### src/sv/bat_pkg.sv
// Shared types and constants for the box-average thumbnail block.
// Used by box_average_thumbnail; no other dependencies.
`default_nettype none

package bat_pkg;

    localparam int OUT_SIZE_DEF = 32;
    localparam int MAX_DIM_DEF  = 4096;

    localparam int CFG_W  = 13;
    localparam int PIX_W  = 8;
    localparam int AVG_W  = 8;
    localparam int DATA_W = 32;
    localparam int ADDR_W = 3;

    localparam logic [CFG_W-1:0] DIM_RESET = 13'd32;

    // register index, taken from paddr[2]
    localparam logic REG_WIDTH  = 1'b0;
    localparam logic REG_HEIGHT = 1'b1;

    typedef enum logic [2:0] {
        ST_IDLE,
        ST_ACC,
        ST_RD,
        ST_LOAD,
        ST_DIV,
        ST_PUT
    } state_t;

endpackage

`default_nettype wire

### src/sv/box_average_thumbnail.sv
// Box-average thumbnail: raster gray pixels in, OUT_SIZE x OUT_SIZE cell averages out.
// Depends on bat_pkg for constants and the sequencer state type.
//
// For each pixel, the block first reads its column bin from the bin memory, then adds
// and writes it back. Bin and band positions are stepped with an add-and-compare, so no
// divider sits in the pixel path. After the last pixel of a band of source rows, the
// block reads every bin in turn and runs it through one shared restoring divider (one
// quotient bit a cycle). Pixels are held off until every cell of the band has gone to
// the output register. The last cell of a band may wait in the output register while
// pixels of the next band flow in. A write to either dimension register restarts the
// frame. Dimension values below OUT_SIZE are used as OUT_SIZE and those above MAX_DIM
// as MAX_DIM.
`default_nettype none

module box_average_thumbnail #(
    parameter int OUT_SIZE = bat_pkg::OUT_SIZE_DEF,
    parameter int MAX_DIM  = bat_pkg::MAX_DIM_DEF,
    localparam int BIN_W   = $clog2(OUT_SIZE)
) (
    input  wire logic                       clk,
    input  wire logic                       rst_n,

    input  wire logic                       psel,
    input  wire logic                       penable,
    input  wire logic                       pwrite,
    input  wire logic [bat_pkg::ADDR_W-1:0] paddr,
    input  wire logic [bat_pkg::DATA_W-1:0] pwdata,
    output logic      [bat_pkg::DATA_W-1:0] prdata,
    output logic                            pready,

    input  wire logic                       pixel_valid,
    output logic                            pixel_ready,
    input  wire logic [bat_pkg::PIX_W-1:0]  pixel,

    output logic                            cell_valid,
    input  wire logic                       cell_ready,
    output logic      [bat_pkg::AVG_W-1:0]  average,
    output logic      [BIN_W-1:0]           out_row,
    output logic      [BIN_W-1:0]           out_col,
    output logic                            row_last
);

    localparam int DIM_W    = $clog2(MAX_DIM + 1);
    localparam int SPAN     = (MAX_DIM + OUT_SIZE - 1) / OUT_SIZE;
    localparam int CELL_MAX = SPAN * SPAN;
    localparam int CNT_W    = $clog2(CELL_MAX + 1);
    localparam int SUM_W    = $clog2(longint'(CELL_MAX) * 255 + 1);
    localparam int STEP_W   = $clog2(SUM_W + 1);
    localparam int ENT_W    = SUM_W + CNT_W;

    localparam logic [DIM_W:0]   N_EXT    = (DIM_W + 1)'(OUT_SIZE);
    localparam logic [BIN_W-1:0] BIN_LAST = BIN_W'(OUT_SIZE - 1);

    // configuration
    logic [bat_pkg::CFG_W-1:0] width_reg;
    logic [bat_pkg::CFG_W-1:0] height_reg;
    logic                      cfg_we;
    logic [DIM_W-1:0]          w_eff;
    logic [DIM_W-1:0]          h_eff;
    logic [31:0]               wv;
    logic [31:0]               hv;

    // sequencer and position state
    bat_pkg::state_t           state_reg,  state_next;
    logic [bat_pkg::PIX_W-1:0] pix_reg;
    logic [DIM_W-1:0]          col_reg,    col_next;
    logic [DIM_W-1:0]          cacc_reg,   cacc_next;
    logic [BIN_W-1:0]          bin_reg,    bin_next;
    logic [DIM_W-1:0]          row_reg,    row_next;
    logic [DIM_W-1:0]          racc_reg,   racc_next;
    logic [BIN_W-1:0]          band_reg,   band_next;
    logic [OUT_SIZE-1:0]       vld_reg,    vld_next;
    logic [BIN_W-1:0]          idx_reg,    idx_next;

    // shared divider
    logic [SUM_W-1:0]          dvd_reg,    dvd_next;
    logic [CNT_W-1:0]          dvs_reg,    dvs_next;
    logic [CNT_W-1:0]          rem_reg,    rem_next;
    logic [STEP_W-1:0]         step_reg,   step_next;
    logic [CNT_W:0]            trial;

    // output register
    logic                      ovld_reg,   ovld_next;
    logic [bat_pkg::AVG_W-1:0] avg_reg,    avg_next;
    logic [BIN_W-1:0]          orow_reg,   orow_next;
    logic [BIN_W-1:0]          ocol_reg,   ocol_next;
    logic                      olast_reg,  olast_next;
    logic                      out_load;

    // bin memory
    logic [ENT_W-1:0]          bin_mem [OUT_SIZE];
    logic [ENT_W-1:0]          rd_data_reg;
    logic [BIN_W-1:0]          rd_addr;
    logic                      mem_we;
    logic [ENT_W-1:0]          wr_data;
    logic [SUM_W-1:0]          rd_sum;
    logic [CNT_W-1:0]          rd_cnt;

    // position stepping
    logic [DIM_W:0]            csum;
    logic [DIM_W:0]            rsum;
    logic                      row_end;
    logic                      last_row;
    logic                      band_end;
    logic [DIM_W-1:0]          row_adv;
    logic [DIM_W-1:0]          racc_adv;
    logic [BIN_W-1:0]          band_adv;

    // ------------------------------------------------------------------
    // configuration port
    // ------------------------------------------------------------------
    assign pready = 1'b1;
    assign cfg_we = psel && penable && pwrite && pready;

    always_comb
    begin
        case (paddr[2])
            bat_pkg::REG_WIDTH:  prdata = bat_pkg::DATA_W'(width_reg);
            bat_pkg::REG_HEIGHT: prdata = bat_pkg::DATA_W'(height_reg);
            default:             prdata = '0;
        endcase
    end

    always_ff @(posedge clk or negedge rst_n)
    begin
        if (!rst_n)
        begin
            width_reg  <= bat_pkg::DIM_RESET;
            height_reg <= bat_pkg::DIM_RESET;
        end
        else if (cfg_we)
        begin
            case (paddr[2])
                bat_pkg::REG_WIDTH:  width_reg  <= pwdata[bat_pkg::CFG_W-1:0];
                bat_pkg::REG_HEIGHT: height_reg <= pwdata[bat_pkg::CFG_W-1:0];
                default:             width_reg  <= width_reg;
            endcase
        end
    end

    // clamp the dimensions into the usable range
    always_comb
    begin
        wv = 32'(width_reg);
        hv = 32'(height_reg);
        if (wv < 32'(OUT_SIZE))
            w_eff = DIM_W'(OUT_SIZE);
        else if (wv > 32'(MAX_DIM))
            w_eff = DIM_W'(MAX_DIM);
        else
            w_eff = DIM_W'(wv);
        if (hv < 32'(OUT_SIZE))
            h_eff = DIM_W'(OUT_SIZE);
        else if (hv > 32'(MAX_DIM))
            h_eff = DIM_W'(MAX_DIM);
        else
            h_eff = DIM_W'(hv);
    end

    // ------------------------------------------------------------------
    // bin memory: one read and one write port, registered read
    // ------------------------------------------------------------------
    assign rd_addr = (state_reg == bat_pkg::ST_RD) ? idx_reg : bin_reg;
    assign rd_sum  = vld_reg[bin_reg] ? rd_data_reg[ENT_W-1:CNT_W] : '0;
    assign rd_cnt  = vld_reg[bin_reg] ? rd_data_reg[CNT_W-1:0] : '0;
    assign mem_we  = (state_reg == bat_pkg::ST_ACC) && !cfg_we;
    assign wr_data = {rd_sum + SUM_W'(pix_reg), rd_cnt + CNT_W'(1)};

    always_ff @(posedge clk)
    begin
        if (mem_we)
            bin_mem[bin_reg] <= wr_data;
        rd_data_reg <= bin_mem[rd_addr];
    end

    // ------------------------------------------------------------------
    // position stepping: bin = col*OUT_SIZE/w kept as quotient and remainder
    // ------------------------------------------------------------------
    assign csum     = {1'b0, cacc_reg} + N_EXT;
    assign rsum     = {1'b0, racc_reg} + N_EXT;
    assign row_end  = (col_reg == w_eff - DIM_W'(1));
    assign last_row = (row_reg == h_eff - DIM_W'(1));
    assign band_end = last_row || (rsum >= {1'b0, h_eff});

    always_comb
    begin
        if (last_row)
        begin
            row_adv  = '0;
            racc_adv = '0;
            band_adv = '0;
        end
        else if (rsum >= {1'b0, h_eff})
        begin
            row_adv  = row_reg + DIM_W'(1);
            racc_adv = DIM_W'(rsum - {1'b0, h_eff});
            band_adv = band_reg + BIN_W'(1);
        end
        else
        begin
            row_adv  = row_reg + DIM_W'(1);
            racc_adv = DIM_W'(rsum);
            band_adv = band_reg;
        end
    end

    assign trial = {rem_reg, dvd_reg[SUM_W-1]};

    // ------------------------------------------------------------------
    // sequencer
    // ------------------------------------------------------------------
    always_comb
    begin
        state_next = state_reg;
        col_next   = col_reg;
        cacc_next  = cacc_reg;
        bin_next   = bin_reg;
        row_next   = row_reg;
        racc_next  = racc_reg;
        band_next  = band_reg;
        vld_next   = vld_reg;
        idx_next   = idx_reg;
        dvd_next   = dvd_reg;
        dvs_next   = dvs_reg;
        rem_next   = rem_reg;
        step_next  = step_reg;
        avg_next   = avg_reg;
        orow_next  = orow_reg;
        ocol_next  = ocol_reg;
        olast_next = olast_reg;
        out_load   = 1'b0;
        ovld_next  = ovld_reg && !cell_ready;

        case (state_reg)
            bat_pkg::ST_IDLE:
            begin
                if (pixel_valid)
                    state_next = bat_pkg::ST_ACC;
            end

            bat_pkg::ST_ACC:
            begin
                vld_next[bin_reg] = 1'b1;
                if (row_end)
                begin
                    col_next  = '0;
                    cacc_next = '0;
                    bin_next  = '0;
                    if (band_end)
                    begin
                        idx_next   = '0;
                        state_next = bat_pkg::ST_RD;
                    end
                    else
                    begin
                        row_next   = row_adv;
                        racc_next  = racc_adv;
                        band_next  = band_adv;
                        state_next = bat_pkg::ST_IDLE;
                    end
                end
                else
                begin
                    col_next = col_reg + DIM_W'(1);
                    if (csum >= {1'b0, w_eff})
                    begin
                        cacc_next = DIM_W'(csum - {1'b0, w_eff});
                        bin_next  = bin_reg + BIN_W'(1);
                    end
                    else
                        cacc_next = DIM_W'(csum);
                    state_next = bat_pkg::ST_IDLE;
                end
            end

            bat_pkg::ST_RD:
            begin
                state_next = bat_pkg::ST_LOAD;
            end

            bat_pkg::ST_LOAD:
            begin
                // bin_reg is zero during emission, so look up validity by idx
                dvd_next   = vld_reg[idx_reg] ? rd_data_reg[ENT_W-1:CNT_W] : '0;
                dvs_next   = vld_reg[idx_reg] ? rd_data_reg[CNT_W-1:0] : '0;
                rem_next   = '0;
                step_next  = STEP_W'(SUM_W);
                state_next = bat_pkg::ST_DIV;
            end

            bat_pkg::ST_DIV:
            begin
                // one quotient bit a cycle, shifted into the dividend register
                if (trial >= {1'b0, dvs_reg})
                begin
                    rem_next = CNT_W'(trial - {1'b0, dvs_reg});
                    dvd_next = {dvd_reg[SUM_W-2:0], 1'b1};
                end
                else
                begin
                    rem_next = trial[CNT_W-1:0];
                    dvd_next = {dvd_reg[SUM_W-2:0], 1'b0};
                end
                step_next = step_reg - STEP_W'(1);
                if (step_reg == STEP_W'(1))
                    state_next = bat_pkg::ST_PUT;
            end

            bat_pkg::ST_PUT:
            begin
                if (!ovld_reg || cell_ready)
                begin
                    out_load   = 1'b1;
                    ovld_next  = 1'b1;
                    avg_next   = (dvs_reg == '0) ? '0 : dvd_reg[bat_pkg::AVG_W-1:0];
                    orow_next  = band_reg;
                    ocol_next  = idx_reg;
                    olast_next = (idx_reg == BIN_LAST);
                    if (idx_reg == BIN_LAST)
                    begin
                        vld_next   = '0;
                        row_next   = row_adv;
                        racc_next  = racc_adv;
                        band_next  = band_adv;
                        state_next = bat_pkg::ST_IDLE;
                    end
                    else
                    begin
                        idx_next   = idx_reg + BIN_W'(1);
                        state_next = bat_pkg::ST_RD;
                    end
                end
            end

            default:
            begin
                state_next = bat_pkg::ST_IDLE;
            end
        endcase

        // a dimension write restarts the frame
        if (cfg_we)
        begin
            state_next = bat_pkg::ST_IDLE;
            col_next   = '0;
            cacc_next  = '0;
            bin_next   = '0;
            row_next   = '0;
            racc_next  = '0;
            band_next  = '0;
            vld_next   = '0;
        end
    end

    always_ff @(posedge clk or negedge rst_n)
    begin
        if (!rst_n)
        begin
            state_reg <= bat_pkg::ST_IDLE;
            col_reg   <= '0;
            cacc_reg  <= '0;
            bin_reg   <= '0;
            row_reg   <= '0;
            racc_reg  <= '0;
            band_reg  <= '0;
            vld_reg   <= '0;
            idx_reg   <= '0;
            step_reg  <= '0;
            ovld_reg  <= 1'b0;
        end
        else
        begin
            state_reg <= state_next;
            col_reg   <= col_next;
            cacc_reg  <= cacc_next;
            bin_reg   <= bin_next;
            row_reg   <= row_next;
            racc_reg  <= racc_next;
            band_reg  <= band_next;
            vld_reg   <= vld_next;
            idx_reg   <= idx_next;
            step_reg  <= step_next;
            ovld_reg  <= ovld_next;
        end
    end

    always_ff @(posedge clk)
    begin
        if (pixel_valid && pixel_ready)
            pix_reg <= pixel;
        dvd_reg <= dvd_next;
        dvs_reg <= dvs_next;
        rem_reg <= rem_next;
        if (out_load)
        begin
            avg_reg   <= avg_next;
            orow_reg  <= orow_next;
            ocol_reg  <= ocol_next;
            olast_reg <= olast_next;
        end
    end

    assign pixel_ready = (state_reg == bat_pkg::ST_IDLE);
    assign cell_valid  = ovld_reg;
    assign average     = avg_reg;
    assign out_row     = orow_reg;
    assign out_col     = ocol_reg;
    assign row_last    = olast_reg;

`ifndef SYNTHESIS
    a_cacc_range: assert property (@(posedge clk) disable iff (!rst_n)
        cacc_reg < w_eff)
        else $error("column remainder out of range");

    a_racc_range: assert property (@(posedge clk) disable iff (!rst_n)
        racc_reg < h_eff)
        else $error("row remainder out of range");

    a_row_start: assert property (@(posedge clk) disable iff (!rst_n)
        col_reg == '0 |-> (bin_reg == '0 && cacc_reg == '0))
        else $error("bin position not reset at row start");

    a_acc_after_accept: assert property (@(posedge clk) disable iff (!rst_n)
        state_reg == bat_pkg::ST_ACC |-> $past(pixel_valid && pixel_ready))
        else $error("accumulate step without an accepted word");

    a_div_steps: assert property (@(posedge clk) disable iff (!rst_n)
        state_reg == bat_pkg::ST_DIV |-> step_reg != '0)
        else $error("divider ran past its last step");
`endif

endmodule

`default_nettype wire
### config.mk
export PLATFORM = sky130hd
export DESIGN_NAME = box_average_thumbnail
export DESIGN_NICKNAME = d
export VERILOG_FILES = /design/src/sv/bat_pkg.sv /design/src/sv/box_average_thumbnail.sv
export SDC_FILE = /design/constraint.sdc
export NUM_CORES = 2
export LEC_CHECK = 0
export BUFFER_PORTS_ARGS = -buffer_cell sky130_fd_sc_hd__buf_2
export CELL_PAD_IN_SITES_DETAIL_PLACEMENT = 1
export CELL_PAD_IN_SITES_GLOBAL_PLACEMENT = 1
export CORE_ASPECT_RATIO = 1.25
export CORE_MARGIN = 8
export CORE_UTILIZATION = 35
export CTS_CLUSTER_DIAMETER = 30
export DETAILED_ROUTE_END_ITERATION = 10
export PLACE_DENSITY_LB_ADDON = 0.1
export SYNTH_ARGS = -nofsm -noshare
export SYNTH_HDL_FRONTEND = slang
export SYNTH_SLANG_ARGS = --single-unit
export TNS_END_PERCENT = 30
### constraint.sdc
create_clock -name clk -period 6.9 [get_ports clk]
set_input_delay 1.38 -clock clk [delete_from_list [all_inputs] [get_ports clk]]
set_output_delay 1.38 -clock clk [all_outputs]
set_load 0.01 [all_outputs]
# [Yosys cells after proc, flatten, opt, wreduce, memory -nomap -nowiden]
# Memories as Yosys holds them, arrays and structs flattened. A register that Yosys moved wholly into a read port is not among the register bits.
# Index checks and enable logic that the tools add are counted.
[word_totals] reg_bits=213 ram_bits=1184 inputBits=50 word_cells=171 memories=1
[mem_list] name="bin_mem" words=32 width=37 rd=1 rd_ports_with_merged_regs=1 write_ports=1 line="box_average_thumbnail.sv:91" text="logic [ENT_W-1:0] bin_mem [OUT_SIZE];"
[op_classes] addsub=15 n_lt_le_gt_ge=10 n_eq_ne=19 mux=77 n_bitwise=2 reduce_logical=26
[op_table] cell="two-way mux 13 bit" n=24
[op_table] cell="one-hot mux 32 bit (2 select lines)" n=2
[op_table] cell="two-way mux 32 bit" n=3
[op_table] cell="two-way mux 5 bit" n=16
[op_table] cell="one-hot mux 13 bit (2 select lines)" n=2
[op_table] cell="two-way mux 22 bit" n=2
[op_table] cell="one-hot mux 22 bit (2 select lines)" n=1
[op_table] cell="OR 32 bit" n=1
[op_table] cell="two-way mux 15 bit" n=2
[op_table] cell="one-hot mux 15 bit (2 select lines)" n=1
[op_table] cell="one-hot mux 5 bit (2 select lines)" n=3
[op_table] cell="adder 13 x 6 -> 14 bit (second input constant)" n=2
[op_table] cell=">= comparator 14 x 13 -> 1 bit" n=2
[op_table] cell="adder 13 x 1 -> 13 bit (second input constant)" n=2
[op_table] cell="== test 13 bit" n=2
[op_table] cell="> comparator 13 bit (second input constant)" n=2
[op_table] cell="< comparator 13 x 6 -> 1 bit (second input constant)" n=2
[op_table] cell="subtractor 13 x 1 -> 13 bit (second input constant)" n=2
[op_table] cell="subtractor 13 bit" n=2
[op_table] cell="adder 22 x 8 -> 22 bit" n=1
[op_table] cell="one-hot mux 3 bit (6 select lines)" n=1
[op_table] cell=">= comparator 16 x 15 -> 1 bit" n=1
[op_table] cell="adder 15 x 1 -> 15 bit (second input constant)" n=1
[op_table] cell="adder 5 x 1 -> 5 bit (second input constant)" n=3
[op_table] cell="other kinds (28)" n=69

# [Depth between registers and ports, before layout]
[depth] depth_word=10 mapped_depth=19 depth_no_buf=16

# [Worst setup path before layout]
# No wires, ideal clock.
[synth_timing] kind="register to register" from="register bin_reg[0]" to="memory bin_mem[0][35] in the netlist's numbering (data pin)" arrival_time_ns=5.112 required_ns=6.523 path_slack_ns=1.412 stages_incl_launch_ff=16 n_path_buf=3 synth_period_minus_slack_ns=5.488 cell_sequence="dfrtp_1 -> buf_1 -> mux4_2 -> mux4_2 -> mux2i_1 -> clkbuf_1 -> nor2b_1 -> ha_1 -> a21boi_0 -> o21ai_0 -> a21boi_0 -> o21a_1 -> nor2_1 -> clkbuf_1 -> or3_1 -> a21oi_1"
[synth_via] elab_chain_cells=4
[synth_lines] element="start, declared" line="box_average_thumbnail.sv:68" text="logic [BIN_W-1:0] bin_reg, bin_next;"
[synth_lines] element="start signal, assigned" line="box_average_thumbnail.sv:376" text="bin_reg <= bin_next;"
[synth_lines] element="binary-select mux 1 bit (select 5 bit)" line="box_average_thumbnail.sv:164" text="assign rd_sum = vld_reg[bin_reg] ? rd_data_reg[ENT_W-1:CNT_W] : '0;"
[synth_lines] element="two-way mux 1 bit (implied by the code)" line="box_average_thumbnail.sv:164"
[synth_lines] element="two-way mux 22 bit" line="box_average_thumbnail.sv:164"
[synth_lines] element="adder 22 x 8 -> 22 bit" line="box_average_thumbnail.sv:167" text="assign wr_data = {rd_sum + SUM_W'(pix_reg), rd_cnt + CNT_W'(1)};"
[synth_lines] element="via wr_data[35]" line="box_average_thumbnail.sv:95" text="logic [ENT_W-1:0] wr_data;"
[synth_lines] element="end, declared" line="box_average_thumbnail.sv:91"
# The timed path passes the listed nets, and every way through them passes these cells. The select of a mux whose other input is x is not followed.

# [Final worst setup path]
[layout_timing] from="register bin_reg[0]" to="memory bin_mem[3][24] in the netlist's numbering (data pin)"
# Same word-level chain as after synthesis.

==> flow_summary_export.csv <==
group,metric,value,unit
run_status,status,"finished, final reports clean",
sta,relSlewSlack,0.123,
place,post-dp-hpwl,97900,um
cts,clk_pin_slew_worst_paths,40,ps
cts,hold_buffers,0,
worst_setup_path,required,7390,ps
power,intPower,24900,uW
drt,drt-pass1-iter-count,7,
sta,setup_tns,0,ps
finish,fin_area,75000,um^2
global_route,grt_usage,0.186,
worst_hold_path,hold_path_startpoint,"racc_reg[0]$_DFFE_PN0P_",
global_route,grt-ovfl-total,0,
worst_setup_path,start_kind,"flip-flop",
logic_synthesis,synth_cells,3812,
cts,clk_latency,920,ps
power,seq_power_share,0.347,
finish,layout_common_cells,"edfxtp_1, nand2_1, clkbuf_16",
place,place_ws,634,ps
global_route,first_global_vias,38400,
power,pwr-share-clk,0.427,
finish,syn_to_final_growth,23.9,%
worst_setup_path,rrSetupSlack,720,ps
logic_synthesis,mappedNetlistArea,60600,um^2
die,start_util,0.352,
worst_setup_path,r2r-end,"bin_mem[3][24]$_DFFE_PP_",
drt,vias,35000,
worst_setup_path,worstRegToRegCells,15,
logic_synthesis,synth_cell_types,96,
logic_synthesis,avgSynthCellArea,15.9,um^2
power,p_switching,10300,uW
power,p_leak,0.0266,uW
finish,nNetsFinal,4216,
place,post_dp_cell_area,64400,um^2
worst_hold_path,min_path_cells,2,
worst_setup_path,reg2reg_from,"bin_reg[0]$_DFFE_PN0P_",
logic_synthesis,synth_flop_cell,"edfxtp_1",
die,core-area,172000,um^2
worst_setup_path,worstSetupPathType,"reg2reg",
die,die_h,481,um
cts,cts_made_buffers,312,
logic_synthesis,yosys_warnings,0,
drt,ant_nets,0,
worst_hold_path,hold_path_class,"reg2reg",
worst_setup_path,end_kind,"flip-flop",
sta,min_period_over_period,0.896,
cts,post_cts_buffers,0,
power,power.share.switching,0.293,
cts,numClockSinks,1434,
drt,wirelength,176000,um
logic_synthesis,ys_top_cells_by_area,"edfxtp_1, mux4_2, dfrtp_1",
place,portBuffers,62,
sta,fin_ws,716,ps
logic_synthesis,async_flop_share,0.0934,
job,maxCapViolCount,0,
global_route,grt_pass1_wl,258000,um
cts,post_cts_resized,0,
logic_synthesis,ys_seq_area_frac,0.694,
power,powerDensity,470,nW/um^2
power,combPwrFrac,0.226,
global_route,antenna_found_initial,6,
cts,cts_root_buffer,"clkbuf_16",
die,ioPinCount,104,
sta,setup_viol,0,
die,die_w,388,um
power,peakVddDrop,0.283,mV
finish,final_common_cell,"edfxtp_1",
worst_setup_path,cp.arrival,6670,ps
finish,drive_above_1_share,0.260,
sta,skew,73.9,ps
drt,wl_per_cell,26.7,um
cts,htree_levels,5,
cts,clockBufferDepth,4,
die,dieArea,187000,um^2
sta,finalMaxSlewViolations,0,
logic_synthesis,yosys.area.top_type,"edfxtp_1",
sta,worstMarginPinSlew,1310,ps
drt,drcViolationCount,0,
sta,layout_min_cycle_time,6180,ps
drt,initialDrtViolationCount,2124,
worst_hold_path,hold_path_end,"racc_reg[0]$_DFFE_PN0P_",
cts,tritoncts,"yes",
die,rows,170,
global_route,grt_max_degree,108,
logic_synthesis,postSynthRegisterBits,1434,
sta,rsz0062_at_grt,"no",
logic_synthesis,yosysTopAreaCellShare,0.626,
place,gp_congestion,0.762,
logic_synthesis,synth_edf_count,1263,
sta,hold_viol,0,
sta,fmax,162,MHz
finish,largest_register_ffs,1184,
worst_setup_path,crit_path_max_fanout,32,
drt,viasPerCell,5.33,
==> critical path: stages, from the launching register on <==
cell and delay, ps:
dfrtp_1 830, mux4_2 610, mux4_2 530, mux2i_4 280, buf_4 410, nor2b_1 110, ha_1 350, a21oi_1 260
o21ai_0 120, a21oi_1 300, o21ai_0 180, a211oi_1 320, buf_4 240, nor3b_1 80, xnor2_1 170, nor2_2 980
==> metrics by stage <==
| stage | util | instances | hold slack, ps | power, uW |
|---|---|---|---|---|
| after floorplan | - | 3830 | 423 | 17400 |
| after global placement | 0.374 | 6019 | 463 | 20400 |
| after detailed placement | 0.374 | 6019 | 472 | 20500 |
| after CTS | 0.436 | 6569 | 480 | 35700 |
| after global routing | 0.436 | 6570 | 502 | 36800 |
| final | 0.436 | 6573 | 480 | 35200 |
==> area by class of cell <==
| class | count | area (um^2) |
|---|---|---|
| Antenna cell | 4 | 10.0 |
| Clock buffer | 358 | 8240 |
| Clock inverter | 192 | 2390 |
| Fill cell | 16700 | 96900 |
| Inverter | 60 | 225 |
| Multi-Input combinational cell | 2112 | 17900 |
| Sequential cell | 1434 | 42000 |
| Tap cell | 2236 | 2800 |
| Timing Repair Buffer | 177 | 1420 |
==> kinds of logic after synthesis <==
family	count (synthesis)	synth area share
compound gates	372	0.0380
xor+xnor	101	0.0146
fa+ha+maj	69	0.0148
buf+inv	284	0.0194
flops	1434	0.694
mux	381	0.129
other cells	2	0.000124
simple gates	1169	0.0898
==> worst max path at each step <==
stage	start	endpoint	slack [ps]	depth (start not counted)
2_1_floorplan	bin_reg[0]$_DFFE_PN0P_	bin_mem[0][35]$_DFFE_PP_	1410	15
3_3_place_gp	bin_reg[0]$_DFFE_PN0P_	bin_mem[2][24]$_DFFE_PP_	680	15
3_5_place_dp	bin_reg[0]$_DFFE_PN0P_	bin_mem[3][24]$_DFFE_PP_	630	15
4_1_cts	bin_reg[0]$_DFFE_PN0P_	bin_mem[3][24]$_DFFE_PP_	610	15
5_1_grt	bin_reg[0]$_DFFE_PN0P_	bin_mem[3][24]$_DFFE_PP_	270	15
6_report	bin_reg[0]$_DFFE_PN0P_	bin_mem[3][24]$_DFFE_PP_	720	15
==> layer usage <==
| metal | GRT usage | share of wire | vias up |
|---|---|---|---|
| met2 | 0.327 | 0.51 | 803 |
| met3 | 0.0359 | 0.044 | 299 |
| li1 | - | - | 15400 |
| met1 | 0.231 | 0.42 | 18500 |
| met5 | 0 | 0 | - |
| met4 | 0.0644 | 0.029 | 0 |
==> power groups by stage <==
| stage | clock network, uW | registers, uW | logic (uW) |
|---|---|---|---|
| 4_1_cts | 15300 | 12200 | 8190 |
| 3_3_place_gp | 0 | 12400 | 8050 |
| 6_report | 15000 | 12200 | 7970 |
| 2_1_floorplan | 0 | 12000 | 5420 |
| 5_1_grt | 15700 | 12300 | 8800 |
| 3_5_place_dp | 0 | 12400 | 8150 |
==> Yosys cell counts, types with 17 or more instances <==
library cell	instances
clkbuf_1	137
o21ai_0	153
mux4_2	316
xnor2_1	58
nor2b_1	45
xor2_1	43
nand4_1	21
dfxtp_1	37
buf_4	23
mux2_2	41
a21oi_1	88
mux2i_1	23
nor3b_1	19
and3_1	32
buf_1	49
dfrtp_1	132
nand3_1	230
and2_1	17
nand2_1	479
nor3_1	51
ha_1	65
nor2_1	181
nand2b_1	29
inv_1	59
edfxtp_1	1263
No activity file was read; power rests on OpenSTA's default activity.
